## src/rtl/fpsl_pkg.sv

```systemverilog
// shared types and constants for the passive serial configuration loader
`timescale 1ns / 1ps
package fpsl_pkg;

	localparam int CFG_W         = 20;
	localparam int CNT_W_DEFAULT = 20;
	localparam int BYTE_W        = 8;
	localparam int LAST_STEP     = 2 * BYTE_W;
	localparam int STEP_W        = $clog2(LAST_STEP + 1);
	localparam int QUEUE_DEPTH   = 4;

	localparam logic [CFG_W-1:0] LOW_LIMIT_RST    = CFG_W'(100000);
	localparam logic [CFG_W-1:0] SETTLE_RST       = CFG_W'(100000);
	localparam logic [CFG_W-1:0] STATUS_LIMIT_RST = CFG_W'(3000);
	localparam logic [CFG_W-1:0] DONE_LIMIT_RST   = CFG_W'(1000000);

	localparam logic [1:0] REG_LOW_LIMIT    = 2'd0;
	localparam logic [1:0] REG_SETTLE       = 2'd1;
	localparam logic [1:0] REG_STATUS_LIMIT = 2'd2;
	localparam logic [1:0] REG_DONE_LIMIT   = 2'd3;

	localparam logic [1:0] ERR_NONE     = 2'd0;
	localparam logic [1:0] ERR_NOT_LOW  = 2'd1;
	localparam logic [1:0] ERR_TIMEOUT  = 2'd2;
	localparam logic [1:0] ERR_PHASE    = 2'd3;

	typedef enum logic [1:0] {
		ACT_START = 2'd0,
		ACT_BYTE  = 2'd1,
		ACT_POLL  = 2'd2,
		ACT_NOP   = 2'd3
	} action_t;

	typedef enum logic [2:0] {
		PH_IDLE     = 3'd0,
		PH_WAITLOW  = 3'd1,
		PH_SETTLE   = 3'd2,
		PH_WAITSTAT = 3'd3,
		PH_SHIFT    = 3'd4,
		PH_WAITDONE = 3'd5,
		PH_FINISHED = 3'd6
	} phase_t;

	typedef struct packed {
		logic              multi;
		logic [BYTE_W-1:0] byte_v;
		logic              nconfig;
		logic              data;
		phase_t            phase_a;
		phase_t            phase_b;
		logic              warning;
		logic [1:0]        err;
	} job_t;

endpackage

```

## src/rtl/fpsl_front.sv

```systemverilog
// front end: config registers, sequence state and job classification
`timescale 1ns / 1ps
module fpsl_front
	import fpsl_pkg::*;
#(
	parameter int COUNTER_WIDTH = CNT_W_DEFAULT
) (
	input  logic              clk,
	input  logic              arst_n,
	input  logic              cfg_write,
	input  logic [1:0]        cfg_index,
	input  logic [CFG_W-1:0]  cfg_data,
	input  logic              accept,
	input  logic [1:0]        action,
	input  logic [BYTE_W-1:0] data_byte,
	input  logic              last_byte,
	input  logic              conf_done_pin,
	input  logic              nstatus_pin,
	input  logic              nconfig_readback,
	output job_t              job
);

	localparam int CMP_W = (COUNTER_WIDTH > CFG_W) ? COUNTER_WIDTH : CFG_W;

	logic [CFG_W-1:0]         low_lim_q, settle_q, stat_lim_q, done_lim_q;
	phase_t                   phase_q, nxt_phase;
	logic [COUNTER_WIDTH-1:0] cnt_q, nxt_cnt, cnt_inc;
	logic                     data_q, nxt_data;
	logic                     cfg_lvl_q, nxt_cfg_lvl;
	logic                     warn_q, nxt_warn;
	logic [1:0]               err_q, nxt_err;
	action_t                  act;
	logic [CMP_W-1:0]         inc_ext;
	logic [CFG_W-1:0]         lim_low, lim_stat, lim_done;

	function automatic logic [CFG_W-1:0] eff_limit(input logic [CFG_W-1:0] lim);
		eff_limit = (lim == '0) ? CFG_W'(1) : lim;
	endfunction

	assign act      = action_t'(action);
	assign cnt_inc  = (cnt_q == '1) ? cnt_q : cnt_q + 1'b1;
	assign inc_ext  = CMP_W'(cnt_inc);
	assign lim_low  = eff_limit(low_lim_q);
	assign lim_stat = eff_limit(stat_lim_q);
	assign lim_done = eff_limit(done_lim_q);

	always_comb begin
		nxt_phase   = phase_q;
		nxt_cnt     = cnt_q;
		nxt_data    = data_q;
		nxt_cfg_lvl = cfg_lvl_q;
		nxt_warn    = warn_q;
		nxt_err     = err_q;
		job.multi   = 1'b0;
		job.byte_v  = data_byte;
		unique case (act)
			ACT_START: begin
				nxt_cfg_lvl = 1'b0;
				nxt_data    = 1'b0;
				nxt_cnt     = '0;
				nxt_warn    = 1'b0;
				nxt_err     = ERR_NONE;
				nxt_phase   = PH_WAITLOW;
			end
			ACT_BYTE: begin
				if (phase_q == PH_SHIFT) begin
					job.multi = 1'b1;
					nxt_data  = data_byte[BYTE_W-1];
					if (last_byte) begin
						nxt_cnt   = '0;
						nxt_phase = PH_WAITDONE;
					end
				end
			end
			ACT_POLL: begin
				case (phase_q)
					PH_WAITLOW: begin
						if (!nconfig_readback && !conf_done_pin) begin
							nxt_cfg_lvl = 1'b1;
							nxt_cnt     = '0;
							nxt_phase   = (settle_q == '0) ? PH_WAITSTAT : PH_SETTLE;
						end else begin
							nxt_cnt = cnt_inc;
							if (inc_ext >= CMP_W'(lim_low)) begin
								nxt_err   = ERR_NOT_LOW;
								nxt_phase = PH_IDLE;
							end
						end
					end
					PH_SETTLE: begin
						nxt_cnt = cnt_inc;
						if (inc_ext >= CMP_W'(settle_q)) begin
							nxt_cnt   = '0;
							nxt_phase = PH_WAITSTAT;
						end
					end
					PH_WAITSTAT: begin
						if (nstatus_pin) begin
							nxt_cnt   = '0;
							nxt_phase = PH_SHIFT;
						end else begin
							nxt_cnt = cnt_inc;
							if (inc_ext >= CMP_W'(lim_stat)) begin
								nxt_warn  = 1'b1;
								nxt_cnt   = '0;
								nxt_phase = PH_SHIFT;
							end
						end
					end
					PH_WAITDONE: begin
						if (conf_done_pin && nstatus_pin) begin
							nxt_cnt   = '0;
							nxt_phase = PH_FINISHED;
						end else begin
							nxt_cnt = cnt_inc;
							if (inc_ext >= CMP_W'(lim_done)) begin
								nxt_err   = ERR_TIMEOUT;
								nxt_phase = PH_IDLE;
							end
						end
					end
					default: begin
					end
				endcase
			end
			ACT_NOP: begin
			end
		endcase
		job.nconfig = nxt_cfg_lvl;
		job.data    = nxt_data;
		job.phase_a = phase_q;
		job.phase_b = nxt_phase;
		job.warning = nxt_warn;
		job.err     = (act == ACT_BYTE && phase_q != PH_SHIFT) ? ERR_PHASE : nxt_err;
	end

	always_ff @(posedge clk or negedge arst_n) begin
		if (!arst_n) begin
			low_lim_q  <= LOW_LIMIT_RST;
			settle_q   <= SETTLE_RST;
			stat_lim_q <= STATUS_LIMIT_RST;
			done_lim_q <= DONE_LIMIT_RST;
			phase_q    <= PH_IDLE;
			cnt_q      <= '0;
			data_q     <= 1'b0;
			cfg_lvl_q  <= 1'b1;
			warn_q     <= 1'b0;
			err_q      <= ERR_NONE;
		end else begin
			if (cfg_write) begin
				unique case (cfg_index)
					REG_LOW_LIMIT:    low_lim_q  <= cfg_data;
					REG_SETTLE:       settle_q   <= cfg_data;
					REG_STATUS_LIMIT: stat_lim_q <= cfg_data;
					REG_DONE_LIMIT:   done_lim_q <= cfg_data;
				endcase
			end
			if (accept) begin
				phase_q   <= nxt_phase;
				cnt_q     <= nxt_cnt;
				data_q    <= nxt_data;
				cfg_lvl_q <= nxt_cfg_lvl;
				warn_q    <= nxt_warn;
				err_q     <= nxt_err;
			end
		end
	end

endmodule

```

## src/rtl/fpsl_queue.sv

```systemverilog
// short job queue between front and back
`timescale 1ns / 1ps
module fpsl_queue
	import fpsl_pkg::*;
(
	input  logic clk,
	input  logic arst_n,
	input  logic push,
	input  job_t push_job,
	output logic full,
	input  logic pop,
	output logic avail,
	output job_t head
);

	localparam int PTR_W = $clog2(QUEUE_DEPTH);

	job_t             mem_q [QUEUE_DEPTH];
	logic [PTR_W-1:0] wr_q, rd_q;
	logic [PTR_W:0]   cnt_q;

	assign full  = (cnt_q == (PTR_W+1)'(QUEUE_DEPTH));
	assign avail = (cnt_q != '0);
	assign head  = mem_q[rd_q];

	always_ff @(posedge clk) begin
		if (push) begin
			mem_q[wr_q] <= push_job;
		end
	end

	always_ff @(posedge clk or negedge arst_n) begin
		if (!arst_n) begin
			wr_q  <= '0;
			rd_q  <= '0;
			cnt_q <= '0;
		end else begin
			if (push) begin
				wr_q <= wr_q + 1'b1;
			end
			if (pop) begin
				rd_q <= rd_q + 1'b1;
			end
			if (push && !pop) begin
				cnt_q <= cnt_q + 1'b1;
			end else if (pop && !push) begin
				cnt_q <= cnt_q - 1'b1;
			end
		end
	end

endmodule

```

## src/rtl/fpsl_back.sv

```systemverilog
// back end: expands jobs into pin beats
`timescale 1ns / 1ps
module fpsl_back
	import fpsl_pkg::*;
(
	input  logic       clk,
	input  logic       arst_n,
	input  logic       q_avail,
	input  job_t       q_head,
	output logic       q_pop,
	output logic       out_valid,
	input  logic       out_stall,
	output logic       nconfig_drive,
	output logic       data_drive,
	output logic       dclk_drive,
	output logic [2:0] phase_now,
	output logic       status_warning,
	output logic [1:0] error_code,
	output logic       last_of_run
);

	job_t              cur_q;
	logic              busy_q;
	logic [STEP_W-1:0] step_q;
	logic              at_end, beat_done;

	assign at_end    = (step_q == STEP_W'(LAST_STEP));
	assign last_of_run = !cur_q.multi || at_end;
	assign out_valid = busy_q;
	assign beat_done = busy_q && !out_stall;
	assign q_pop     = q_avail && (!busy_q || (beat_done && last_of_run));

	assign nconfig_drive  = cur_q.nconfig;
	assign dclk_drive     = cur_q.multi && step_q[0];
	assign status_warning = cur_q.warning;
	assign error_code     = cur_q.err;
	assign phase_now      = (cur_q.multi && !at_end) ? cur_q.phase_a : cur_q.phase_b;

	always_comb begin
		if (!cur_q.multi) begin
			data_drive = cur_q.data;
		end else if (at_end) begin
			data_drive = cur_q.byte_v[BYTE_W-1];
		end else begin
			data_drive = cur_q.byte_v[step_q[$clog2(BYTE_W):1]];
		end
	end

	always_ff @(posedge clk) begin
		if (q_pop) begin
			cur_q <= q_head;
		end
	end

	always_ff @(posedge clk or negedge arst_n) begin
		if (!arst_n) begin
			busy_q <= 1'b0;
			step_q <= '0;
		end else begin
			if (q_pop) begin
				busy_q <= 1'b1;
				step_q <= '0;
			end else if (beat_done && last_of_run) begin
				busy_q <= 1'b0;
			end else if (beat_done) begin
				step_q <= step_q + 1'b1;
			end
		end
	end

endmodule

```

## src/rtl/fpga_passive_serial_loader.sv

```systemverilog
// top level of the passive serial configuration loader
//
//  channel  direction  handshake              payload
//  in       sink       in_valid / in_stall    action, data_byte, last_byte, pin samples
//  out      source     out_valid / out_stall  pin drives, phase, warning, error, last
//  cfg      sink       cfg_write              cfg_index, cfg_data
//
// start, poll and idle items give one out beat each and can enter every cycle while
// the 4-entry job queue has room. a data byte in the shift phase gives 17 out beats,
// one a cycle from the back end while out_stall is low, and takes one queue slot.
// in_stall rises only while that queue is full; out_stall freezes the back end alone.
// arst_n clears the sequence state and loads the default limits.
`timescale 1ns / 1ps
module fpga_passive_serial_loader
	import fpsl_pkg::*;
#(
	parameter int COUNTER_WIDTH = CNT_W_DEFAULT
) (
	input  logic              clk,
	input  logic              arst_n,
	input  logic              cfg_write,
	input  logic [1:0]        cfg_index,
	input  logic [CFG_W-1:0]  cfg_data,
	input  logic              in_valid,
	output logic              in_stall,
	input  logic [1:0]        action,
	input  logic [BYTE_W-1:0] data_byte,
	input  logic              last_byte,
	input  logic              conf_done_pin,
	input  logic              nstatus_pin,
	input  logic              nconfig_readback,
	output logic              out_valid,
	input  logic              out_stall,
	output logic              nconfig_drive,
	output logic              data_drive,
	output logic              dclk_drive,
	output logic [2:0]        phase_now,
	output logic              status_warning,
	output logic [1:0]        error_code,
	output logic              last_of_run
);

	logic accept, q_full, q_avail, q_pop;
	job_t new_job, q_head;

	assign in_stall = q_full;
	assign accept   = in_valid && !q_full;

	fpsl_front #(
		.COUNTER_WIDTH(COUNTER_WIDTH)
	) u_front (
		.clk              (clk),
		.arst_n           (arst_n),
		.cfg_write        (cfg_write),
		.cfg_index        (cfg_index),
		.cfg_data         (cfg_data),
		.accept           (accept),
		.action           (action),
		.data_byte        (data_byte),
		.last_byte        (last_byte),
		.conf_done_pin    (conf_done_pin),
		.nstatus_pin      (nstatus_pin),
		.nconfig_readback (nconfig_readback),
		.job              (new_job)
	);

	fpsl_queue u_queue (
		.clk      (clk),
		.arst_n   (arst_n),
		.push     (accept),
		.push_job (new_job),
		.full     (q_full),
		.pop      (q_pop),
		.avail    (q_avail),
		.head     (q_head)
	);

	fpsl_back u_back (
		.clk            (clk),
		.arst_n         (arst_n),
		.q_avail        (q_avail),
		.q_head         (q_head),
		.q_pop          (q_pop),
		.out_valid      (out_valid),
		.out_stall      (out_stall),
		.nconfig_drive  (nconfig_drive),
		.data_drive     (data_drive),
		.dclk_drive     (dclk_drive),
		.phase_now      (phase_now),
		.status_warning (status_warning),
		.error_code     (error_code),
		.last_of_run    (last_of_run)
	);

endmodule

```

## config.mk

```make
export PLATFORM = sky130hd
export DESIGN_NAME = fpga_passive_serial_loader
export DESIGN_NICKNAME = d
export VERILOG_FILES = /design/src/rtl/fpsl_pkg.sv /design/src/rtl/fpsl_front.sv /design/src/rtl/fpsl_queue.sv /design/src/rtl/fpsl_back.sv /design/src/rtl/fpga_passive_serial_loader.sv
export SDC_FILE = /design/constraint.sdc
export NUM_CORES = 1
export LEC_CHECK = 0
export BUFFER_PORTS_ARGS = -buffer_cell sky130_fd_sc_hd__buf_2
export CAP_MARGIN = 40
export CORE_ASPECT_RATIO = 1.5
export CORE_MARGIN = 8
export CORE_UTILIZATION = 35
export CTS_CLUSTER_DIAMETER = 120
export DETAILED_ROUTE_END_ITERATION = 7
export GPL_ROUTABILITY_DRIVEN = 0
export SLEW_MARGIN = 30
export SYNTH_ARGS = -nofsm -noshare
export SYNTH_HDL_FRONTEND = slang
export SYNTH_HIERARCHICAL = 1
export SYNTH_SLANG_ARGS = --single-unit
```

## constraint.sdc

```tcl
create_clock -name clk -period 8.6 [get_ports clk]
set_clock_uncertainty 0.05 [all_clocks]
set_input_delay 0.86 -clock clk [delete_from_list [all_inputs] [get_ports clk]]
set_output_delay 0.86 -clock clk [all_outputs]
set_load 0.02 [all_outputs]
```

==> results of run 1 <==
==> registers in the layout (all words and copies together), names as in the netlist, 2 cells and up <==
register / cells
u_front/low_lim_q: 20
u_queue/cnt_q: 3
u_front/err_q: 2
u_front/cnt_q: 20
u_queue/mem_q: 80
u_front/done_lim_q: 20
u_queue/wr_q: 2
u_front/stat_lim_q: 20
u_back/step_q: 5
u_back/error_code: 2
u_front/settle_q: 20
u_front/phase_q: 3
u_back/cur_q: 16
u_queue/rd_q: 2
==> worst max-delay path, cell delays in order (launching register included) <==
cell       delay [ps]
dfrtp_1           390
ha_1              210
nand2_1           110
or2_2             360
or3_1             500
nand2b_2          140
nor2_1            120
and2_1            190
xor2_1            390
ha_1              230
nand2_1            60
or3_1             400
o21bai_1          170
nor4_1            360
a211o_1           220
nor2_1             60
a2111oi_2         460
a21oi_1           180
==> per-stage QoR <==
| stage | utilization | cells | cell area (um2) | hold slack, ps |
|---|---|---|---|---|
| floorplan | - | 971 | 11700 | 399 |
| global placement | 0.371 | 1409 | 12300 | 415 |
| detailed placement | 0.372 | 1411 | 12300 | 427 |
| CTS | 0.394 | 1453 | 13100 | 401 |
| global route | 0.395 | 1455 | 13100 | 174 |
| finish | 0.395 | 1455 | 13100 | 173 |
==> final timing paths <==
check	to	slack (ps)	from	depth (start not counted)
worst max-delay path	u_queue/mem_q[1][3]	3720	u_front/cnt_q[1]	17
worst min-delay path	u_front/settle_q[14]	170	arst_n	1
worst max register to register	u_queue/mem_q[1][3]	3720	u_front/cnt_q[1]	17
worst min register to register	u_queue/cnt_q[2]	440	u_queue/cnt_q[2]	1
max in group asynchronous	u_front/done_lim_q[6]	7390	arst_n	3
min in group clk	u_queue/cnt_q[2]	440	u_queue/cnt_q[2]	1
==> kinds of logic (layout without fill, tap and decap cells) <==
| kind of cell | Yosys count | count (layout) | synth area share |
|---|---|---|---|
| AND/OR/NAND/NOR | 244 | 244 | 0.113 |
| flip-flops | 221 | 221 | 0.520 |
| AO/OA/AOI/OAI | 168 | 168 | 0.0976 |
| buffers and inverters | 142 | 206 | 0.0531 |
| multiplexers | 89 | 89 | 0.109 |
| adder cells (fa/ha/maj) | 86 | 86 | 0.0927 |
| XOR/XNOR | 21 | 21 | 0.0158 |
==> power breakdown <==
group	switching, mW	internal, mW
combinational	0.504	0.395
sequential	0.169	1.41
clock	0.413	0.571
==> per-layer routing <==
metal | up-vias | global-route usage | routed length [um]
met5 | - | 0 | 0
met4 | 0 | 0.0750 | 1290
met3 | 63 | 0.0170 | 1120
met2 | 175 | 0.258 | 14500
met1 | 3783 | 0.165 | 11000
li1 | 3682 | - | -
==> placed cells by master (no fill, tap or decap), types with 5 or more instances in the layout <==
cell and instances:
buf_4 11, xnor2_1 9, edfxtp_1 100, o211ai_1 6, inv_1 97, o21ai_0 47, or3_1 5, o22ai_1 7
nand4_1 22, nor3_1 15, nor2_1 25, nand3_1 16, a31oi_1 14, a21o_1 11, xor2_1 12, dfrtp_1 94
a32o_1 12, clkbuf_16 23, mux4_2 18, mux2_2 65, buf_2 51, clkinv_1 6, nand2_1 81, nand2b_1 7
ha_1 84, nor2b_1 10, a21oi_1 31, dfstp_2 27, nor4_1 23
==> final cells by class <==
class	instances	area, um2	area share
Inverter	99	372	0.0284
Clock buffer	29	618	0.0472
Clock inverter	13	120	0.00917
Tap cell	420	526	0.0401
Sequential cell	221	6060	0.463
Multi-Input combinational cell	608	5000	0.381
Timing Repair Buffer	65	408	0.0311
==> reports/results.txt, run 1 <==
synth unique cells -> 83
Post-Syn Instances -> 971
Post-synth EDFFs -> 100
final hold viol count -> 0
Clock Pin Slew Worst Setup and Hold Paths -> 60 ps
CTS H-tree depth -> 1
Crit Path Class -> reg2reg
leakage -> 5.54 nW
Synth top cells by count -> 100 x edfxtp_1, 97 x inv_1, 94 x dfrtp_1
mapped cell area -> 11,700 um2
routed len/inst -> 19.1 um
Power Dens Cells -> 264 nW/um2
Final ANT Viol Nets -> 0
RSZ-0062 raised after global routing -> no
min Tclk post-route -> 4880 ps
WL final -> 27,900 um
CTS tree -> yes
max-slew violations -> 0
Post-synth ARST share -> 0.548
fin nets -> 1,144
FF+latch count, synth -> 221
YS warnings -> 6
Synth top area share -> 0.257
DR DRC count -> 0
sequential cell area fraction in the yosys report -> 0.520
Overall Power -> 3.46 mW
share of layout cells above drive strength 1 -> 0.229
worst min path class -> in2async
drt first pass iters -> 4
largest net degree at the start of global routing -> 62
crit-path max FO -> 7
most common cell in the synthesized netlist -> edfxtp_1
Num Clock Sinks -> 221
starting DRC count in detailed routing -> 440
Boundary Pins -> 53
Critical Path AT -> 5060 ps
Vias/cell -> 5.29
crit end category -> flop
vias in the first global route -> 8,091
core region area -> 33,100 um2
Fmax achieved -> 205 MHz
Post-CTS Resized -> 0
first-pass GRT wire length -> 44,400 um
CP required -> 8780 ps
Synth area leader -> edfxtp_1
fillers -> 3,158
Worst-Skew Late Latency -> 520 ps
cts bufs inserted -> 23
Site Rows -> 82
Initial Utilization -> 0.352
initial antenna violation count -> 0
Avg Synthesized Cell Area -> 12.0 um2
die height -> 240 um
VDD IR-drop max -> 0.133 mV
final period utilization -> 0.567
Total GRT Usage -> 0.144
Final setup viols -> 0
I/O Buffers -> 52
maxcap violations -> 0
Inserted Diodes -> 0
global route total overflow -> 0
status -> complete, no violations
slew of the pin with the lowest slew margin -> 763 ps
Slew HR -> 0.487
layout overhead on the synthesized area -> 12.3%
CTS Buffer Depth -> 3
post-route setup slack -> 3720 ps
worst slack, placed -> 3790 ps
setup TNS after final layout -> 0 ps
Synth Flop Type -> edfxtp_1
detailed placement HPWL -> 20,900 um
root buf cell -> clkbuf_16
die extent in x -> 165 um
Setup Fix Bufs, Post-CTS -> 0
leading post-synthesis cells by cell area -> edfxtp_1 26%, dfrtp_1 20%, ha_1 9.0%, mux2_2 6.3%, dfstp_2 6.1%
hold_buf cts -> 0
die area -> 39,600 um2
via count -> 7,703
Syn Nets -> 1,097
Worst Setup Start Kind -> flop
Power figures use the tool's default switching activity.
==> run 2, diff against run 1 <==
--- a/config.mk
+++ b/config.mk
@@ -5,6 +5,7 @@
 export SDC_FILE = /design/constraint.sdc
 export NUM_CORES = 1
 export LEC_CHECK = 0
+export ABC_AREA = 1
 export BUFFER_PORTS_ARGS = -buffer_cell sky130_fd_sc_hd__buf_2
 export CAP_MARGIN = 40
 export CORE_ASPECT_RATIO = 1.5
==> constraint.sdc (replaced) <==
create_clock -name clk -period 4.3 [get_ports clk]
set_clock_uncertainty 0.05 [all_clocks]
set_input_delay 0.43 -clock clk [delete_from_list [all_inputs] [get_ports clk]]
set_output_delay 0.43 -clock clk [all_outputs]
set_load 0.02 [all_outputs]
==> reports/results.txt, run 2 <==
status -> complete, no violations
max-slew violations -> 0
Worst-Skew Late Latency -> 520 ps
setup TNS after final layout -> 0 ps
CTS H-tree depth -> 1
root buf cell -> clkbuf_16
cell depth of the worst flop-to-flop path -> 18
Hold Startpoint -> data_byte[2]
Final setup viols -> 0
most frequent cells in the layout -> 367 x nand2_1, 228 x inv_1, 100 x edfxtp_1
Crit Path Class -> reg2reg
I/O Buffers -> 52
RSZ-0062 raised after global routing -> no
maxcap violations -> 0
Final ANT Viol Nets -> 0
Synth Flop Type -> edfxtp_1
final hold viol count -> 0
Vias/cell -> 4.78
Num Clock Sinks -> 221
Synth top cells by count -> 367 x nand2_1, 228 x inv_1, 100 x edfxtp_1
drt first pass iters -> 4
WHS Endpoint -> u_queue/mem_q[1][13]
first-pass GRT wire length -> 45,400 um
fin nets -> 1,525
Worst Setup Start Kind -> flop
crit-path max FO -> 5
R2R Setup Slk -> 400 ps
fillers -> 3,445
Setup Fix Bufs, Post-CTS -> 0
VDD IR-drop max -> 0.230 mV
Power Dens Cells -> 528 nW/um2
starting DRC count in detailed routing -> 321
sequential cell area fraction in the yosys report -> 0.497
synth unique cells -> 51
hold path depth -> 1
global route total overflow -> 0
Biggest register -> u_queue/mem_q
Final Core Density -> 0.399
CTS tree -> yes
register cell area after layout -> 6070 um2
Syn Nets -> 1,477
via count -> 8,796
core region area -> 34,300 um2
max reg flops -> 80
final period utilization -> 0.907
min Tclk post-route -> 3900 ps
Clock Pin Slew Worst Setup and Hold Paths -> 70 ps
Post-Syn Instances -> 1,351
leakage -> 6.54 nW
most common cell after layout, fill and taps aside -> nand2_1
Post-synth ARST share -> 0.548
Avg Synthesized Cell Area -> 9.03 um2
die extent in x -> 168 um
cts bufs inserted -> 22
largest net degree at the start of global routing -> 75
Synth top area share -> 0.246
WHS -> 73.4 ps
worst min path class -> in2reg
WL final -> 27,500 um
Critical Path AT -> 4170 ps
Initial Utilization -> 0.356
CP required -> 4570 ps
Boundary Pins -> 53
Overall Power -> 7.21 mW
mapped cell area -> 12,200 um2
leading post-synthesis cells by cell area -> edfxtp_1 25%, dfrtp_1 19%, nand2_1 11%, ha_1 8.6%, inv_1 7.0%
layout overhead on the synthesized area -> 12.0%
Post-synth EDFFs -> 100
routed len/inst -> 15.0 um
Fmax achieved -> 256 MHz
Multi-input gate area -> 4910 um2
Total GRT Usage -> 0.136
FF+latch count, synth -> 221
YS warnings -> 6
Site Rows -> 83
Slew HR -> 0.511
die area -> 41,200 um2
slew of the pin with the lowest slew margin -> 733 ps
CTS Buffer Depth -> 3
detailed placement HPWL -> 20,900 um
crit end category -> flop
most common cell in the synthesized netlist -> nand2_1
Synth area leader -> edfxtp_1
die height -> 245 um
reg2reg start -> u_front/cnt_q[0]
vias in the first global route -> 9,050
RR Endpoint -> u_queue/mem_q[1][3]
dpl cell area -> 12,900 um2
share of layout cells above drive strength 1 -> 0.148
Final Instance Area -> 13,700 um2
DR DRC count -> 0
initial antenna violation count -> 2
run 2: where the power goes:
group | switching, mW | total (mW) | internal (mW)
clock network | 0.827 | 1.97 | 1.14
registers | 0.320 | 3.17 | 2.85
logic | 1.36 | 2.08 | 0.713
run 2: worst max-delay path: stages, from the launching register on:
cell	delay, ps
dfrtp_1	410
ha_1	220
nand3_2	150
nor2_4	180
inv_1	90
nor3_1	230
nand2_1	150
xor2_1	560
ha_1	340
nand2_1	110
nor2_1	60
a211oi_1	260
o221a_2	240
nand2_1	80
a21oi_1	140
nor2_1	70
nand2_1	60
nand2_1	70
a21boi_1	240
run 2: worst max-delay path by stage:
stage                                start  slack (ps)             endpoint  depth (start not counted)
after floorplan           u_front/cnt_q[0]         790  u_queue/mem_q[0][5]                         21
after global placement    u_front/cnt_q[0]         500  u_queue/mem_q[0][3]                         23
after detailed placement  u_front/cnt_q[0]         420  u_queue/mem_q[3][3]                         22
after CTS                 u_front/cnt_q[0]         370  u_queue/mem_q[1][3]                         22
after global routing      u_front/cnt_q[0]          30  u_queue/mem_q[1][3]                         22
final                     u_front/cnt_q[0]         400  u_queue/mem_q[1][3]                         18
run 2: cell type report:
cell class | count | area share
tap | 425 | 0.0389
clock inverter | 15 | 0.0109
antenna | 1 | 0.000183
timing repair buffer | 75 | 0.0364
sequential | 221 | 0.444
inverter | 238 | 0.0656
clock buffer | 25 | 0.0442
multi-input combinational | 841 | 0.360
run 2: kinds of logic after synthesis:
| family | count (synthesis) | synth area share |
|---|---|---|
| simple gates | 545 | 0.205 |
| fa+ha+maj | 85 | 0.0878 |
| compound gates | 192 | 0.0945 |
| xor+xnor | 19 | 0.0136 |
| buf+inv | 289 | 0.101 |
| flops | 221 | 0.497 |
run 2: repair_timing:
action / CTS / global route
gates resized for setup: 0 / 1
endpoints found under the setup margin: 0 / 4
hold buffers: 1 / 0
endpoints found under the hold margin: 44 / 0
run 2: metal layers:
metal	global-route usage	wire length (um)	part of all wire
met1	0.136	10500	0.38
met2	0.275	15300	0.56
met3	0.0152	665	0.024
met4	0.0606	1060	0.038
met5	0	0	0
run 2: stage by stage:
stage / std cells / setup WS (ps)
after floorplan: 1351 / 791
after global placement: 1794 / 499
after detailed placement: 1798 / 420
after CTS: 1839 / 370
after global routing: 1841 / 25.4
final: 1841 / 400
==> run 3, diff against run 2 <==
--- a/config.mk
+++ b/config.mk
@@ -10,10 +10,12 @@
 export CAP_MARGIN = 40
 export CORE_ASPECT_RATIO = 1.5
 export CORE_MARGIN = 8
-export CORE_UTILIZATION = 35
+export CORE_UTILIZATION = 56
 export CTS_CLUSTER_DIAMETER = 120
 export DETAILED_ROUTE_END_ITERATION = 7
 export GPL_ROUTABILITY_DRIVEN = 0
+export MAX_ROUTING_LAYER = met4
+export PLACE_DENSITY = 0.76
 export SLEW_MARGIN = 30
 export SYNTH_ARGS = -nofsm -noshare
 export SYNTH_HDL_FRONTEND = slang
==> reports/results.txt, run 3 (synthesized netlist as in run 2, its figures left out) <==
Final ANT Viol Nets -> 0
Clock Pin Slew Worst Setup and Hold Paths -> 70 ps
Setup Fix Bufs, Post-CTS -> 0
cts bufs inserted -> 21
internal power -> 4.53 mW
Critical Path Slowest Stage Cell -> xnor2_1
status -> complete, no violations
Crit path top cell by count -> nand2_1
max reg flops -> 80
Inserted Diodes -> 0
final period utilization -> 0.914
fin nets -> 1,523
largest net degree at the start of global routing -> 83
layout overhead on the synthesized area -> 9.42%
die height -> 197 um
first-pass GRT wire length -> 42,400 um
drt first pass iters -> 5
Fmax achieved -> 255 MHz
VDD IR-drop max -> 0.346 mV
dpl cell area -> 12,700 um2
vias in the first global route -> 8,982
Critical Path AT -> 4190 ps
cell depth of the worst flop-to-flop path -> 22
Vias/cell -> 5.29
Hold Startpoint -> data_byte[1]
Boundary Pins -> 53
I/O Buffers -> 52
reg2reg start -> u_front/cnt_q[0]
Crit path depth -> 22
critical-path cell list -> ha_1 -> nand3_2 -> nor2_4 -> nand3_4 -> inv_1 -> nor2_1 -> inv_1 -> nor2_2 -> nand3_1 -> xnor2_1 -> ha_1 -> nand2_1 -> nor2_1 -> a211oi_1 -> nand2_1 -> nand2_2 -> nand3_1 -> nand2_1 -> nand2_1 -> nand2_1 -> nand2_1 -> a21boi_1
delay-heaviest family, CP -> simple AND/OR/NAND/NOR gates
Overall Power -> 6.94 mW
worst min path class -> in2reg
Worst-Skew Late Latency -> 500 ps
WHS -> 99.3 ps
most frequent cells in the layout -> 367 x nand2_1, 228 x inv_1, 100 x edfxtp_1
CTS H-tree depth -> 1
Num Clock Sinks -> 221
WL final -> 25,600 um
max-slew violations -> 0
most common cell after layout, fill and taps aside -> nand2_1
RSZ-0062 raised after global routing -> no
via count -> 8,895
slew of the pin with the lowest slew margin -> 750 ps
maxcap violations -> 0
Total GRT Usage -> 0.200
clock network power share -> 0.247
Power Dens Cells -> 520 nW/um2
CTS Buffer Depth -> 3
post-route setup slack -> 371 ps
final hold viol count -> 0
detailed placement HPWL -> 19,100 um
sequential power share -> 0.450
min Tclk post-route -> 3930 ps
Site Rows -> 66
crit end category -> flop
Worst Setup Start Kind -> flop
root buf cell -> clkbuf_16
starting DRC count in detailed routing -> 455
Initial Utilization -> 0.566
Crit path largest cell delay -> 450 ps
share of layout cells above drive strength 1 -> 0.142
CP required -> 4560 ps
sw frac -> 0.348
initial antenna violation count -> 0
Final setup viols -> 0
CTS tree -> yes
DR DRC count -> 0
Worst Path Buf+Inv -> 2
core region area -> 21,600 um2
fillers -> 1,811
global route total overflow -> 0
Setup crit end -> u_queue/mem_q[0][3]
die area -> 26,900 um2
Biggest register -> u_queue/mem_q
die extent in x -> 136 um
routed len/inst -> 15.2 um
Sw Pwr -> 2.41 mW
crit-path max FO -> 11
critical path startpoint -> u_front/cnt_q[0]
R2R Setup Slk -> 370 ps
setup TNS after final layout -> 0 ps
RR Endpoint -> u_queue/mem_q[0][3]
worst slack, placed -> 311 ps
Crit Path Class -> reg2reg
combinational power share -> 0.303
Final Instance Area -> 13,300 um2
Slew HR -> 0.495
leakage -> 6.50 nW
[run 3: worst min-delay path by stage]
stage	end	cells past startpoint
2_1_floorplan	u_back/out_valid	0
3_3_place_gp	u_queue/cnt_q[2]	2
3_5_place_dp	u_front/settle_q[17]	2
4_1_cts	u_front/done_lim_q[7]	1
5_1_grt	u_queue/mem_q[0][12]	1
6_report	u_queue/mem_q[1][12]	1
[run 3: what timing repair did]
item,CTS,global route
hold buffers,0,1
endpoints found under the hold margin,0,21
gates resized for setup,0,1
endpoints found under the setup margin,0,9
[run 3: cell type report]
type | count | area (um2) | area share
clock inverter | 7 | 32.5 | 0.00244
multi-input combinational | 841 | 4920 | 0.369
tap | 272 | 340 | 0.0255
sequential | 221 | 6070 | 0.455
inverter | 238 | 896 | 0.0671
timing repair buffer | 74 | 485 | 0.0364
clock buffer | 30 | 604 | 0.0453
[run 3: worst reg2reg max path: stages (launching register included)]
cell and delay, ps:
dfrtp_1 420, ha_1 260, nand3_2 140, nor2_4 70, nand3_4 160, inv_1 120, nor2_1 200, inv_1 80
nor2_2 170, nand3_1 110, xnor2_1 450, ha_1 340, nand2_1 90, nor2_1 50, a211oi_1 190, nand2_1 160
nand2_2 110, nand3_1 70, nand2_1 60, nand2_1 50, nand2_1 80, nand2_1 60, a21boi_1 230
[run 3: per-stage QoR]
stage / std cells / utilization
after floorplan: 1351 / -
after global placement: 1640 / 0.585
after detailed placement: 1644 / 0.588
after CTS: 1681 / 0.617
after global routing: 1683 / 0.619
final: 1683 / 0.619
[run 3: power groups by stage]
stage / combinational, mW / clock (mW) / sequential (mW)
2_1_floorplan: 1.64 / 0 / 3.09
3_3_place_gp: 2.01 / 0 / 3.14
3_5_place_dp: 2.11 / 0 / 3.16
4_1_cts: 2.13 / 1.76 / 3.12
5_1_grt: 2.40 / 1.84 / 3.17
6_report: 2.10 / 1.72 / 3.12
[run 3: routing by layer]
| layer | up-vias | share of wire | track usage |
|---|---|---|---|
| met2 | 153 | 0.55 | 0.375 |
| met1 | 4192 | 0.38 | 0.205 |
| met5 | - | 0 | - |
| met4 | 0 | 0.038 | 0.0849 |
| met3 | 59 | 0.031 | 0.0204 |
| li1 | 4491 | - | - |
